--- config.mk ---
export PLATFORM = sky130hd
export DESIGN_NAME = packet_header_parse_checksum_check_flat
export DESIGN_NICKNAME = d
export VERILOG_FILES = /design/src/hdl/phcc_pkg.sv /design/src/hdl/phcc_in_if.sv /design/src/hdl/phcc_out_if.sv /design/src/hdl/phcc_parse.sv /design/src/hdl/phcc_outq.sv /design/src/hdl/packet_header_parse_checksum_check.sv /design/src/flat_wrapper.sv
export SDC_FILE = /design/constraint.sdc
export NUM_CORES = 1
export LEC_CHECK = 0
export BUFFER_PORTS_ARGS = -buffer_cell sky130_fd_sc_hd__buf_2
export CORE_MARGIN = 2
export CORE_UTILIZATION = 41
export DETAILED_ROUTE_END_ITERATION = 8
export PLACE_DENSITY_LB_ADDON = 0.08
export SLEW_MARGIN = 30
export SYNTH_ARGS = -nofsm -noshare
export SYNTH_HDL_FRONTEND = slang
export SYNTH_SLANG_ARGS = --single-unit
--- constraint.sdc ---
create_clock -name clk -period 6.1 [get_ports clk]
set_input_delay 1.22 -clock clk [delete_from_list [all_inputs] [get_ports clk]]
set_output_delay 1.22 -clock clk [all_outputs]
set_load 0.02 [all_outputs]
--- src/hdl/phcc_pkg.sv ---
// Shared types, constants and the ones' complement adder for the header parser.
package phcc_pkg;

  localparam int unsigned POS_W     = 14;
  localparam logic [POS_W-1:0] HDR_BYTES = POS_W'(14);
  localparam logic [POS_W-1:0] CSUM_POS  = POS_W'(11);
  localparam logic [POS_W-1:0] POS_MAX   = {POS_W{1'b1}};

  localparam int unsigned QDEPTH = 4;
  localparam int unsigned QPTR_W = $clog2(QDEPTH);
  localparam int unsigned QCNT_W = $clog2(QDEPTH + 1);

  typedef enum logic {
    KIND_DATA    = 1'b0,
    KIND_SUMMARY = 1'b1
  } kind_t;

  typedef struct packed {
    kind_t              kind;
    logic [7:0]         data_byte;
    logic [31:0]        source_address;
    logic [31:0]        destination_address;
    logic signed [15:0] sequence_number;
    logic [15:0]        data_length_bits;
    logic               checksum_ok;
    logic               header_short;
    logic               end_of_run;
  } result_t;

  // Up to two result words produced by one accepted byte, oldest in first.
  typedef struct packed {
    logic [1:0] count;
    result_t    first;
    result_t    second;
  } push_t;

  // 16-bit ones' complement add with end-around carry.
  function automatic logic [15:0] oc_add(input logic [15:0] a, input logic [15:0] b);
    logic [16:0] s;
    s = {1'b0, a} + {1'b0, b};
    return s[15:0] + {15'd0, s[16]};
  endfunction

endpackage

--- src/hdl/phcc_in_if.sv ---
// Byte input channel: valid/ready handshake carrying one packet byte and its last flag.
interface phcc_in_if;
  logic       valid;
  logic       ready;
  logic [7:0] packet_byte;
  logic       last;

  modport source (output valid, output packet_byte, output last, input ready);
  modport sink   (input valid, input packet_byte, input last, output ready);
endinterface

--- src/hdl/phcc_out_if.sv ---
// Result output channel: valid/ready handshake carrying one data or summary word.
interface phcc_out_if;
  logic               valid;
  logic               ready;
  logic               kind;
  logic [7:0]         data_byte;
  logic [31:0]        source_address;
  logic [31:0]        destination_address;
  logic signed [15:0] sequence_number;
  logic [15:0]        data_length_bits;
  logic               checksum_ok;
  logic               header_short;
  logic               end_of_run;

  modport source (output valid, output kind, output data_byte, output source_address,
                  output destination_address, output sequence_number,
                  output data_length_bits, output checksum_ok, output header_short,
                  output end_of_run, input ready);
  modport sink   (input valid, input kind, input data_byte, input source_address,
                  input destination_address, input sequence_number,
                  input data_length_bits, input checksum_ok, input header_short,
                  input end_of_run, output ready);
endinterface

--- src/hdl/phcc_parse.sv ---
// Per-byte parser: header capture, checksum accumulation, payload and summary words.
module phcc_parse
  import phcc_pkg::*;
(
  input  logic       clk,
  input  logic       rst,
  input  logic       take,
  input  logic [7:0] packet_byte,
  input  logic       last,
  output push_t      push
);

  logic [POS_W-1:0] pos;
  logic [15:0]      run_sum;
  logic [7:0]       pend_hi;
  logic             pend_vld;
  logic [31:0]      src;
  logic [31:0]      dst;
  logic [15:0]      seq;
  logic [15:0]      rcsum;
  logic [15:0]      len;

  logic [POS_W-1:0] pos_next;
  logic [15:0]      run_sum_next;
  logic [7:0]       pend_hi_next;
  logic             pend_vld_next;
  logic [31:0]      src_next;
  logic [31:0]      dst_next;
  logic [15:0]      seq_next;
  logic [15:0]      rcsum_next;
  logic [15:0]      len_next;

  logic [15:0]      word;
  logic [15:0]      addend;
  logic [15:0]      sum_add;
  logic [POS_W-1:0] pay_off;
  logic [16:0]      bit_off;
  logic [15:0]      rem;
  logic [7:0]       pay_val;
  logic             emit;
  logic             shrt;
  logic             ok;
  result_t          data_res;
  result_t          sum_res;

  // Header field capture, shifting bytes in from the right
  always_comb begin
    src_next   = src;
    dst_next   = dst;
    seq_next   = seq;
    rcsum_next = rcsum;
    len_next   = len;
    if (pos < POS_W'(4)) begin
      src_next = {src[23:0], packet_byte};
    end else if (pos < POS_W'(8)) begin
      dst_next = {dst[23:0], packet_byte};
    end else if (pos < POS_W'(10)) begin
      seq_next = {seq[7:0], packet_byte};
    end else if (pos < POS_W'(12)) begin
      rcsum_next = {rcsum[7:0], packet_byte};
    end else if (pos < HDR_BYTES) begin
      len_next = {len[7:0], packet_byte};
    end
  end

  // Word pairing; one adder serves both the pair add and the odd trailing byte
  always_comb begin
    word   = (pos == CSUM_POS) ? 16'h0000 : {pend_hi, packet_byte};
    addend = pend_vld ? word : {8'h00, packet_byte};
    sum_add = oc_add(run_sum, addend);
    if (pend_vld) begin
      run_sum_next  = sum_add;
      pend_hi_next  = 8'h00;
      pend_vld_next = 1'b0;
    end else begin
      run_sum_next  = run_sum;
      pend_hi_next  = packet_byte;
      pend_vld_next = 1'b1;
    end
    pos_next = (pos == POS_MAX) ? pos : pos + POS_W'(1);
  end

  // Payload emission, trimming a partial final byte
  always_comb begin
    pay_off = pos - HDR_BYTES;
    bit_off = {pay_off, 3'b000};
    rem     = len - bit_off[15:0];
    emit    = (pos >= HDR_BYTES) && (pos != POS_MAX) && (bit_off < {1'b0, len});
    pay_val = (rem >= 16'd8) ? packet_byte : (packet_byte >> (4'd8 - rem[3:0]));
  end

  // Summary: sum_add already holds the final sum whenever it is used
  always_comb begin
    shrt = pos < (HDR_BYTES - POS_W'(1));
    ok   = !shrt && ((~sum_add) == rcsum_next);

    data_res            = '0;
    data_res.kind       = KIND_DATA;
    data_res.data_byte  = pay_val;
    data_res.end_of_run = !last;

    sum_res                     = '0;
    sum_res.kind                = KIND_SUMMARY;
    sum_res.source_address      = src_next;
    sum_res.destination_address = dst_next;
    sum_res.sequence_number     = seq_next;
    sum_res.data_length_bits    = len_next;
    sum_res.checksum_ok         = ok;
    sum_res.header_short        = shrt;
    sum_res.end_of_run          = 1'b1;
  end

  // Compact the results of this byte into the push word
  always_comb begin
    push        = '0;
    push.first  = emit ? data_res : sum_res;
    push.second = sum_res;
    if (take) begin
      push.count = {1'b0, emit} + {1'b0, last};
    end
  end

  // State update; the last byte returns everything to the reset state
  always_ff @(posedge clk) begin
    if (rst || (take && last)) begin
      pos      <= '0;
      run_sum  <= '0;
      pend_hi  <= '0;
      pend_vld <= 1'b0;
      src      <= '0;
      dst      <= '0;
      seq      <= '0;
      rcsum    <= '0;
      len      <= '0;
    end else if (take) begin
      pos      <= pos_next;
      run_sum  <= run_sum_next;
      pend_hi  <= pend_hi_next;
      pend_vld <= pend_vld_next;
      src      <= src_next;
      dst      <= dst_next;
      seq      <= seq_next;
      rcsum    <= rcsum_next;
      len      <= len_next;
    end
  end

  a_pos_cleared_after_last: assert property (@(posedge clk) disable iff (rst)
    take && last |=> pos == '0 && !pend_vld && run_sum == 16'h0000)
    else $error("state not cleared after last byte");

  a_pair_bit_tracks_pos: assert property (@(posedge clk) disable iff (rst)
    (pos != POS_MAX) |-> (pend_vld == pos[0]))
    else $error("pairing bit out of step with byte position");

  a_short_never_ok: assert property (@(posedge clk) disable iff (rst)
    take && last && shrt |-> !ok)
    else $error("short header reported checksum ok");

endmodule

--- src/hdl/phcc_outq.sv ---
// Output result queue: takes up to two words per cycle, presents one per cycle.
module phcc_outq
  import phcc_pkg::*;
(
  input  logic    clk,
  input  logic    rst,
  input  push_t   push,
  output logic    room,
  output logic    out_valid,
  input  logic    out_ready,
  output result_t out_word
);

  result_t           slots [QDEPTH];
  logic [QPTR_W-1:0] head;
  logic [QPTR_W-1:0] tail;
  logic [QCNT_W-1:0] count;
  logic              pop;

  assign out_valid = count != '0;
  assign out_word  = slots[head];
  assign pop       = out_valid && out_ready;
  // Space for the worst case of two words from one byte
  assign room      = count <= QCNT_W'(QDEPTH - 2);

  // Storage writes
  always_ff @(posedge clk) begin
    if (push.count != 2'd0) begin
      slots[tail] <= push.first;
    end
    if (push.count == 2'd2) begin
      slots[tail + QPTR_W'(1)] <= push.second;
    end
  end

  // Pointers and fill level
  always_ff @(posedge clk) begin
    if (rst) begin
      head  <= '0;
      tail  <= '0;
      count <= '0;
    end else begin
      tail  <= tail + QPTR_W'(push.count);
      head  <= head + QPTR_W'(pop);
      count <= count + QCNT_W'(push.count) - QCNT_W'(pop);
    end
  end

  a_no_overfill: assert property (@(posedge clk) disable iff (rst)
    count <= QCNT_W'(QDEPTH))
    else $error("result queue overfilled");

  a_push_needs_room: assert property (@(posedge clk) disable iff (rst)
    push.count != 2'd0 |-> room)
    else $error("push without room");

  a_pop_drains: assert property (@(posedge clk) disable iff (rst)
    pop && push.count == 2'd0 |=> count == $past(count) - QCNT_W'(1))
    else $error("pop did not reduce fill level");

endmodule

--- src/hdl/packet_header_parse_checksum_check.sv ---
// Top level: packet header parser with 16-bit ones' complement checksum check.
// Each result word is written into the result queue and offered from there.
// Throughput: one byte per cycle; a last byte that also carries payload yields two
// words, and the four-entry result queue holds ready low while it holds more than two.
// Reset (rst, synchronous) clears the parser state and empties the result queue.
module packet_header_parse_checksum_check
  import phcc_pkg::*;
(
  input logic         clk,
  input logic         rst,
  phcc_in_if.sink     pkt,
  phcc_out_if.source  res
);

  logic    take;
  logic    room;
  push_t   push;
  result_t out_word;

  assign pkt.ready = room;
  assign take      = pkt.valid && room;

  phcc_parse u_parse (
    .clk         (clk),
    .rst         (rst),
    .take        (take),
    .packet_byte (pkt.packet_byte),
    .last        (pkt.last),
    .push        (push)
  );

  phcc_outq u_outq (
    .clk       (clk),
    .rst       (rst),
    .push      (push),
    .room      (room),
    .out_valid (res.valid),
    .out_ready (res.ready),
    .out_word  (out_word)
  );

  // Result word onto the output channel
  assign res.kind                = out_word.kind;
  assign res.data_byte           = out_word.data_byte;
  assign res.source_address      = out_word.source_address;
  assign res.destination_address = out_word.destination_address;
  assign res.sequence_number     = out_word.sequence_number;
  assign res.data_length_bits    = out_word.data_length_bits;
  assign res.checksum_ok         = out_word.checksum_ok;
  assign res.header_short        = out_word.header_short;
  assign res.end_of_run          = out_word.end_of_run;

endmodule

--- src/flat_wrapper.sv ---
// flat-port wrapper written by rule: the top's interface ports become plain ports
module packet_header_parse_checksum_check_flat import phcc_pkg::*;
  (clk, rst, pkt_valid, pkt_packet_byte, pkt_last, pkt_ready, res_valid, res_kind, res_data_byte, res_source_address, res_destination_address, res_sequence_number, res_data_length_bits, res_checksum_ok, res_header_short, res_end_of_run, res_ready);
  phcc_in_if pkt_i ();
  phcc_out_if res_i ();
  input logic clk;
  input logic rst;
  input wire logic [$bits(pkt_i.valid)-1:0] pkt_valid;
  input wire logic [$bits(pkt_i.packet_byte)-1:0] pkt_packet_byte;
  input wire logic [$bits(pkt_i.last)-1:0] pkt_last;
  output wire logic [$bits(pkt_i.ready)-1:0] pkt_ready;
  output wire logic [$bits(res_i.valid)-1:0] res_valid;
  output wire logic [$bits(res_i.kind)-1:0] res_kind;
  output wire logic [$bits(res_i.data_byte)-1:0] res_data_byte;
  output wire logic [$bits(res_i.source_address)-1:0] res_source_address;
  output wire logic [$bits(res_i.destination_address)-1:0] res_destination_address;
  output wire logic [$bits(res_i.sequence_number)-1:0] res_sequence_number;
  output wire logic [$bits(res_i.data_length_bits)-1:0] res_data_length_bits;
  output wire logic [$bits(res_i.checksum_ok)-1:0] res_checksum_ok;
  output wire logic [$bits(res_i.header_short)-1:0] res_header_short;
  output wire logic [$bits(res_i.end_of_run)-1:0] res_end_of_run;
  input wire logic [$bits(res_i.ready)-1:0] res_ready;
  assign pkt_i.valid = pkt_valid;
  assign pkt_i.packet_byte = pkt_packet_byte;
  assign pkt_i.last = pkt_last;
  assign pkt_ready = pkt_i.ready;
  assign res_valid = res_i.valid;
  assign res_kind = res_i.kind;
  assign res_data_byte = res_i.data_byte;
  assign res_source_address = res_i.source_address;
  assign res_destination_address = res_i.destination_address;
  assign res_sequence_number = res_i.sequence_number;
  assign res_data_length_bits = res_i.data_length_bits;
  assign res_checksum_ok = res_i.checksum_ok;
  assign res_header_short = res_i.header_short;
  assign res_end_of_run = res_i.end_of_run;
  assign res_i.ready = res_ready;
  packet_header_parse_checksum_check u_core (.clk(clk), .rst(rst), .pkt(pkt_i), .res(res_i));
endmodule
Yosys cells after proc, flatten, opt, wreduce, memory -nomap -nowiden:

Memory sizes are Yosys's and may differ from the RTL's. A register that Yosys moved wholly into a read port is not among the register bits.
Cells that the tools add are included.

* add/subtract/negate cells: 12
* $lt $le $gt $ge: 10
* eq/ne operators: 5
* shift-type cells: 1
* mux-type cells: 27
* bitwise logic cells: 2
* reduce and logical (&&, ||, !) cells: 13

Operators by type and width (count)
* $mux 16: 14
* $mux 108: 1
* $mux 32: 3
* $lt 14x4->1 const B: 5
* $add 16x16->17: 1
* $lt 17x16->1: 1
* $add 16x1->16: 1
* $eq 16x16->1: 1
* $ge 16x4->1 const B: 1
* $mux 8: 2
* $not 16->16: 1
* $sub 16x16->16: 1
* $add 14x1->14 const B: 1
* $eq 14x14->1 const B: 1
* $eq 14x4->1 const B: 1
* $ge 14x4->1 const B: 1
* $lt 14x3->1 const B: 1
* $ne 14x14->1 const B: 1
* $sub 14x4->14 const B: 1
* $shr 8x4->8: 1
* $logic_and 1x1->1: 6
* $mux 1: 5
* $mux 2: 2
* $reduce_and 2->1: 2
* 14 further kinds: 15

* register bits after elaboration: 158
* RAM bits: 432
* bits of input ports: 13
* output and inout bits: 110
* logic and storage cells: 83
* memories kept: 1

Memories
* u_core.u_outq.slots: words 4, bits a word 108, rd ports 1, clocked after memory_dff 1, write ports 2, line phcc_outq.sv:14 `result_t slots [QDEPTH];`

Longest topological paths before layout:

Gate-level depths: netlist of the first run.

* depth in word-level cells: 9
* depth in mapped cells: 28
* mapped depth without buffers: 27

Hierarchy:

Synthesis of the first run repeated with hierarchy kept, for this count alone.

* cell total of the unflattened synthesis: 2449
* area, all modules: 31717.9 um^2

Modules (own cells, without submodules)
* phcc_outq: instances 1, cells each 1093, area an instance 21282.9 um^2, seq. area each 13112.6 um^2
* phcc_parse: instances 1, cells each 1355, area an instance 10428.8 um^2, seq. area each 3022.9 um^2
* packet_header_parse_checksum_check: instances 1, cells each 1, area an instance 6.3 um^2, seq. area each 0.0 um^2

Worst setup path after synthesis of the first run:

Ideal clock, no wire load.

* path kind: flip-flop to flip-flop
* start: reg u_core.u_parse.pos[1]
* end: mem u_core.u_outq.slots[3][89] (netlist bit) (data pin)
* setup time: 0.141 ns
* arrival: 6.565 ns
* required time: 5.959 ns
* setup slack: -0.606 ns
* cell stages (with the launch flop): 22
* path buffers: 4
* clock period less this slack: 6.706 ns
* cells stage by stage: dfxtp_1 -> clkbuf_1 -> nand3_1 -> and2_1 -> nand2_1 -> xnor2_1 -> ha_1 -> o21a_1 -> o2111ai_1 -> o21ai_0 -> nor4_1 -> clkbuf_1 -> ha_1 -> mux2_2 -> nand2_1 -> inv_1 -> nand2_1 -> inv_1 -> nand2_1 -> clkbuf_1 -> buf_1 -> nor2_1

RTL lines
* from (decl): line phcc_parse.sv:13 `logic [POS_W-1:0] pos;`
* from (signal assigned): line phcc_parse.sv:136 `pos <= pos_next;`
* to (decl): line phcc_outq.sv:14

==> key figures, run 1 <==
Run status
  – Status: completed

Setup path
  – R2R depth: 26
  – Arrival @ worst endpoint: 6240 ps
  – Critical Path End Type: register
  – Max Fanout on Critical Path: 7
  – Startpoint type of the worst setup path: register
  – Worst setup path class: register to register
  – Req. time, crit path: 6530 ps

Pwr
  – Leakage Power: 10.83 nW
  – Power density over the cells: 332.0 nW/um^2
  – VDD IR-drop max: 0.1934 mV
  – Design Power: 10.59 mW

Drt
  – Routed wire per std cell: 21.83 um
  – Final WL: 75850 um
  – Via/cell ratio: 5.436
  – DR vias: 18.89k
  – First drt pass iteration count: 5
  – Routed Antenna Nets: 0
  – Initial DRC count: 1306
  – Post-route DRC: 0

Global routing
  – Largest net degree at the start of global routing: 100
  – GR Util met3: 3.085%
  – Initial antenna violation count: 4
  – Gr ovfl total: 0
  – First-pass GRT wire length: 117000 um
  – Top Usage Layer GRT: met2
  – M2 GR Usage: 36.51%
  – Total global-route track usage: 21.87%
  – Met1 usage: 30.03%
  – Vias in the first global route: 19.29k

Hold path
  – Worst hold path type: register to register
  – Hold path cells: 2

STA
  – Setup_tns: 0 ps
  – Slew Viols, Final: 0
  – Period utilization: 95.24%
  – Worst slew pin tran: 974.7 ps
  – Slew HR: 34.58%
  – Final hold vios: 0
  – Final hold slack: 445.1 ps
  – Post-Route Skew: 21.68 ps
  – Fmax achieved: 172.1 MHz
  – Setup violations, final: 0
  – Final worst path period need: 5810 ps

Floorplanning
  – Initial Utilization: 41.32%
  – Io pins: 123
  – Num rows: 95
  – Die H: 263.9 um
  – Die Footprint: 69660 um^2
  – Die width: 263.9 um
  – Core area: 67040 um^2

Place
  – Post-detail-place hpwl: 46830 um
  – Buffers on Ports: 122
  – RD Place Congestion: 0.8452
  – Placed cells: 3352

Logic synthesis
  – FF+latch count, synth: 590
  – Syn nets: 2508
  – Mean post-synth cell area: 11.36 um^2
  – Synth Flop Type: edfxtp_1
  – Distinct cell type count after synthesis: 85
  – Synth async-reset ratio: 0%
  – Mapped Area: 27700 um^2
  – Sequential element share of the synthesized area: 56.80%
  – Yosys warnings: 0
  – Synth Instances: 2439
  – Post-synth top cells: nor2_1 (457), edfxtp_1 (392), nand2_1 (329), dfxtp_1 (198), a21oi_1 (157)
  – Yosys top cell area share: 42.49%
  – Leading area contributor after synthesis: edfxtp_1
  – Top-count cell post-synth: nor2_1
  – Synth top area cells: edfxtp_1 (42%), dfxtp_1 (14%), mux4_2 (8.9%), nor2_1 (6.2%), mux2i_1 (4.5%)
  – EDFF count, synth: 392

Finish
  – Ant. Diodes: 0
  – Fin util: 47.59%
  – Non-filler cells, final: 3475
  – Layout cells sized above 1: 17.91%
  – Fillers: 6171
  – P&R area growth vs syn: 15.16%
  – Nets: 2620

Clock network
  – Clk slew on worst S/H paths: 60 ps
  – Root Driver: clkbuf_16
  – # hold bufs at CTS: 0
  – CTS sink count: 590
  – # H-tree levels: 3
  – CTS buffer count: 66
  – Worst skew pair latency: 600 ps
  – Maximum root-to-sink buffer count: 3
  – TritonCTS clock tree: yes

Flow run
  – Max-cap viol count: 0
## metrics by stage
step / worst slack (ps) / cell area, um^2
floorplan: 26.45 / 27720
global placement: 145.8 / 29660
detailed placement: 59.86 / 29700
CTS: 84.33 / 31770
global route: -27.30 / 31900
finish: 290.1 / 31900
## state kept, by name (all words and copies together), names as in the netlist, 14 cells and up
signal                  flops
u_core.u_outq.slots       432
u_core.u_parse.dst         32
u_core.u_parse.len         16
u_core.u_parse.pos         14
u_core.u_parse.rcsum       16
u_core.u_parse.run_sum     16
u_core.u_parse.seq         16
u_core.u_parse.src         32
## final timing paths
kind | startpoint | end | slack [ps]
setup reg to reg | u_core.u_parse.pos[6] | u_core.u_outq.slots[0][2] | 290
hold reg to reg | u_core.u_outq.slots[0][107] | u_core.u_outq.slots[0][107] | 450
setup / recovery | u_core.u_parse.pos[6] | u_core.u_outq.slots[0][2] | 290
hold / removal | u_core.u_outq.slots[0][107] | u_core.u_outq.slots[0][107] | 450
## worst max-delay path: stages (launching register included)
cell and delay, ps:
dfxtp_1 340, nor4_4 370, nand4_1 180, nor2b_2 210
nand3_2 110, buf_4 190, and2_1 150, ha_1 280
and2b_2 190, o311ai_2 110, a211o_1 360, a21oi_2 140
o21ai_0 80, a21boi_1 150, o21ai_0 100, nand2b_1 130
ha_1 180, ha_1 180, nand2_1 90, nor3_4 210
nand3b_1 130, or4_4 550, nor3_4 140, o211ai_1 130
a2111oi_2 440, nand4_2 270, nor3_2 230
## where the power goes
| group | switching (mW) | total [mW] | internal (mW) | leakage [nW] |
|---|---|---|---|---|
| combinational | 1.32 | 2.19 | 0.876 | 4.41 |
| clock | 1.61 | 3.85 | 2.24 | 1.01 |
| sequential | 0.144 | 4.54 | 4.40 | 5.41 |
| total | 3.07 | 10.6 | 7.52 | 10.8 |
## layout by cell type, fill, tap and decap left out, types with 5 or more instances in the layout
| cell type | count |
|---|---|
| edfxtp_1 | 392 |
| a211oi_1 | 16 |
| xnor2_1 | 45 |
| buf_12 | 19 |
| and3_1 | 14 |
| nor4_2 | 7 |
| or3_1 | 9 |
| o2111ai_1 | 5 |
| nand3_1 | 22 |
| mux4_2 | 110 |
| o21ai_1 | 17 |
| inv_1 | 57 |
| clkinv_2 | 5 |
| clkbuf_8 | 6 |
| ha_1 | 52 |
| mux2i_1 | 124 |
| clkbuf_1 | 14 |
| nand4_1 | 7 |
| nand2_1 | 325 |
| buf_4 | 59 |
| a21oi_1 | 156 |
| o21a_1 | 12 |
| and2_1 | 23 |
| nor3_1 | 22 |
| buf_2 | 122 |
| clkbuf_16 | 68 |
| o211ai_1 | 6 |
| clkinv_1 | 16 |
| nor2b_1 | 8 |
| a21o_1 | 11 |
| xor2_1 | 17 |
| nand3b_1 | 10 |
| nor3_2 | 6 |
| nor2_1 | 457 |
| o21ai_0 | 35 |
| dfxtp_1 | 194 |
## per-layer routing
metal / vias up / wire, um
li1: 8917 / -
met4: 0 / 1317
met2: 380 / 37090
met5: - / 0
met3: 83 / 3425
met1: 9510 / 34020
## cells by family after synthesis
group	Yosys count	synth area share [%]
XOR/XNOR	65	2.154
adder cells (fa/ha/maj)	56	2.611
AND/OR/NAND/NOR	950	14.44
buffers and inverters	219	3.058
AO/OA/AOI/OAI	322	7.389
flip-flops	590	56.80
multiplexers	237	13.55
## layout make-up
cell class	instances	area, um^2	share of cell area [%]
Timing Repair Buffer	202	1473	4.616
Sequential cell	590	15750	49.35
Multi-Input combinational cell	1630	11280	35.36
Tap cell	873	1092	3.424
Clock buffer	88	1837	5.758
Inverter	61	241.5	0.7570
Clock inverter	31	234.0	0.7334
## timing repair
item | 4_1_cts | 5_1_grt
endpoints found under the setup margin | 0 | 5
gates resized for setup | 0 | 21
buffers inserted | 0 | 4
(Power assumes the default switching activity.)
==> run 2: changes to the inputs <==
--- a/config.mk
+++ b/config.mk
@@ -7,10 +7,11 @@
 export LEC_CHECK = 0
 export BUFFER_PORTS_ARGS = -buffer_cell sky130_fd_sc_hd__buf_2
 export CORE_MARGIN = 2
-export CORE_UTILIZATION = 41
+export CORE_UTILIZATION = 45
 export DETAILED_ROUTE_END_ITERATION = 8
 export PLACE_DENSITY_LB_ADDON = 0.08
 export SLEW_MARGIN = 30
 export SYNTH_ARGS = -nofsm -noshare
 export SYNTH_HDL_FRONTEND = slang
+export SYNTH_HIERARCHICAL = 1
 export SYNTH_SLANG_ARGS = --single-unit
==> key figures, run 2 <==
Clock network
  – # H-tree levels: 3 (unchanged)
  – CTS sink count: 590 (unchanged)
  – Root Driver: clkbuf_16
  – Clk slew on worst S/H paths: 50 ps (about the same)
  – Setup Fix Bufs, Post-CTS: 0 (unchanged)
  – TritonCTS clock tree: yes
  – # hold bufs at CTS: 0 (unchanged)
  – CTS buffer count: 69 (+4.5%)
  – Maximum root-to-sink buffer count: 3 (unchanged)
  – Worst skew pair latency: 610 ps (about the same)

Drt
  – Routed Antenna Nets: 0 (unchanged)
  – Routed wire per std cell: 23.07 um (+5.7%)
  – First drt pass iteration count: 5 (unchanged)
  – DR vias: 19.84k (+5.0%)
  – Final WL: 81610 um (+7.6%)
  – Initial DRC count: 1301 (-0.38%)
  – Via/cell ratio: 5.609 (+3.2%)
  – Post-route DRC: 0 (unchanged)

Floorplanning
  – Core area: 69910 um^2 (+4.3%)
  – Num rows: 97 (+2.1%)
  – Die width: 269.5 um (+2.1%)
  – Io pins: 123 (unchanged)
  – Die Footprint: 72620 um^2 (+4.3%)
  – Die H: 269.5 um (+2.1%)
  – Initial Utilization: 45.37% (+4.1 points)

Finish
  – Post-route cell area: 35860 um^2 (+12%)
  – Biggest regs: u_core/u_outq/slots: 432 flops, u_core/u_parse/dst: 32 flops, u_core/u_parse/src: 32 flops
  – Commonest non-fill, non-tap cell in the layout: edfxtp_1
  – P&R area growth vs syn: 13.05%
  – Max FFs per register: 432 (unchanged)
  – Nets: 2607 (-0.50%)
  – Fin util: 51.29% (+3.7 points)
  – Layout cells sized above 1: 34.86% (+17 points)
  – Non-filler cells, final: 3538 (+1.8%)
  – Fillers: 6071 (-1.6%)
  – Reg with most FFs: u_core/u_outq/slots
  – Most frequent cells in the layout: edfxtp_1 (432), mux2_2 (411), nor2_1 (272)

Logic synthesis
  – Post-synth top cells: edfxtp_1 (432), mux2_2 (415), nor2_1 (274), dfxtp_1 (158), inv_1 (145)
  – Distinct cell type count after synthesis: 90 (+5.9%)
  – Synth top area cells: edfxtp_1 (41%), mux2_2 (15%), dfxtp_1 (10%), mux4_2 (7.8%), mux2i_1 (3.8%)
  – Mapped Area: 31720 um^2 (+14%)
  – Synth Flop Type: edfxtp_1
  – Top-count cell post-synth: edfxtp_1
  – Yosys warnings: 6 (+6)
  – EDFF count, synth: 432 (+10%)
  – Synth async-reset ratio: 0% (unchanged)
  – Sequential element share of the synthesized area: 50.87% (-5.9 points)
  – FF+latch count, synth: 590 (unchanged)
  – Synth Instances: 2449 (+0.41%)
  – Leading area contributor after synthesis: edfxtp_1
  – Yosys top cell area share: 40.90% (-1.6 points)
  – Mean post-synth cell area: 12.95 um^2 (+14%)

Global routing
  – Initial antenna violation count: 4 (unchanged)
  – Vias in the first global route: 20.47k (+6.1%)
  – First-pass GRT wire length: 125500 um (+7.3%)
  – Total global-route track usage: 22.44% (+0.56 points)
  – Gr ovfl total: 0 (unchanged)
  – Largest net degree at the start of global routing: 187 (+87%)

Pwr
  – Clock power frac: 33.2% (-3.2 points)
  – NetSw: 3.800 mW (+24%)
  – VDD IR-drop max: 0.2934 mV (+52%)
  – Power density over the cells: 344.2 nW/um^2 (+3.7%)
  – Sw frac: 30.79% (+1.8 points)
  – Int Pwr: 8.541 mW (+14%)
  – Sequential power share: 40.2% (-2.7 points)
  – Leakage Power: 13.96 nW (+29%)
  – Comb power frac: 26.6% (+5.9 points)

STA
  – Final worst path period need: 5640 ps (-170.0 ps)
  – Worst slew pin tran: 928.7 ps (-46.01 ps)
  – Slew HR: 38.09% (+3.5 points)
  – Setup_tns: 0 ps (unchanged)
  – Post-route setup slack: 460.1 ps (+170.0 ps)
  – Period utilization: 92.46% (-2.8 points)
  – Final hold vios: 0 (unchanged)
  – Post-Route Skew: 18.98 ps (-2.703 ps)
  – Slew Viols, Final: 0 (unchanged)
  – Setup violations, final: 0 (unchanged)
  – Fmax achieved: 177.3 MHz (+3.0%)

Setup path
  – Arrival @ worst endpoint: 6110 ps (-130 ps)
  – Worst setup path class: register to register
  – Worst r2r dst: u_core/u_outq/slots[2][2]
  – R2R setup slack: 460 ps (+170 ps)
  – R2R depth: 29 (+12%)
  – Critical Path End Type: register
  – Slowest cell on the critical path: dfxtp_2
  – Max Fanout on Critical Path: 7 (unchanged)
  – Startpoint type of the worst setup path: register
  – Req. time, crit path: 6570 ps (+40 ps)
  – Largest stage delay on the critical path: 350 ps (-200 ps)
  – Reg2reg start: u_core/u_parse/pos[10]

Hold path
  – Hold path cells: 2 (unchanged)
  – Worst hold path type: register to register
  – WHS Endpoint: u_core/u_parse/rcsum[11]
  – HP Start: u_core/u_parse/rcsum[11]

Place
  – Placed cells: 3409 (+1.7%)
  – Placed Area: 33470 um^2 (+13%)
  – RD Place Congestion: 0.8026 (-5.0%)
  – DP Worst Slack: -201.6 ps (-261.4 ps)
  – Buffers on Ports: 122 (unchanged)
  – Post-detail-place hpwl: 47580 um (+1.6%)

Run status
  – Status: completed

Flow run
  – Max-cap viol count: 0 (unchanged)
run 2: worst max-delay path by stage:
stage	slack (ps)	to	startpoint
2_1_floorplan	-660	u_core/u_outq/slots[3][0]	u_core/u_parse/pos[1]
3_3_place_gp	-120	u_core/u_outq/slots[0][2]	pkt_packet_byte[0]
3_5_place_dp	-200	u_core/u_outq/slots[3][2]	pkt_packet_byte[0]
4_1_cts	3	u_core/u_outq/slots[3][2]	u_core/u_parse/pos[13]
5_1_grt	-10	u_core/u_outq/slots[2][2]	u_core/u_parse/pos[10]
6_report	460	u_core/u_outq/slots[2][2]	u_core/u_parse/pos[10]
run 2: routing by layer:
metal,routed length (um),track usage (%),vias up
met3,3756,3.901,114
met5,16,0,-
met4,1927,6.243,4
met1,36790,30.53,10010
met2,39110,37.00,412
li1,-,-,9305
run 2: power groups by stage:
stage	combinational (mW)	clock, mW	sequential, mW
after detailed placement	3.24	0	5.09
after global placement	3.19	0	5.07
after global routing	3.59	4.36	5.00
after floorplan	2.43	0	4.93
final	3.29	4.10	4.96
after CTS	3.26	4.21	5.00
run 2: final cells by class:
class                           count  area [um^2]  share of cell area [%]
Clock buffer                       93         1941                   5.412
Timing Repair Buffer              193         1393                   3.884
Antenna cell                        2        5.005                 0.01396
Sequential cell                   590        16150                   45.03
Inverter                          145        545.5                   1.521
Multi-Input combinational cell   1542        14350                   40.03
Tap cell                          940         1176                   3.280
Clock inverter                     33        297.8                  0.8305
run 2: worst max-delay path, delay by kind of cell (launching register included):
kind	cells	cell delay, ps
DFF	1	350
buffers and inverters	3	380
muxes	1	130
adders and majority gates	4	800
xor gates and xnor gates	2	350
AOI/OAI and AO/OA	9	1630
and+or+nand+nor	10	1820
run 2: timing repair:
item / CTS / global route
pin swaps: 0 / 12
setup endpoints to repair: 4 / 4
gates cloned: 0 / 0
gates resized for setup: 2 / 26
run 2: kinds of logic after synthesis:
family	count (synthesis)	synth area share [%]
fa+ha+maj	53	2.162
simple gates	483	7.081
xor+xnor	72	2.146
compound gates	258	5.771
mux	666	27.31
buf+inv	325	4.635
flops	590	50.87
other cells	2	0.02368
run 2: per-stage QoR:
| stage | hold WS, ps | power [mW] |
|---|---|---|
| final | 452.7 | 12.34 |
| after floorplan | 431.5 | 7.367 |
| after global routing | 472.2 | 12.94 |
| after global placement | 440.9 | 8.268 |
| after detailed placement | 448.0 | 8.325 |
| after CTS | 454.1 | 12.47 |
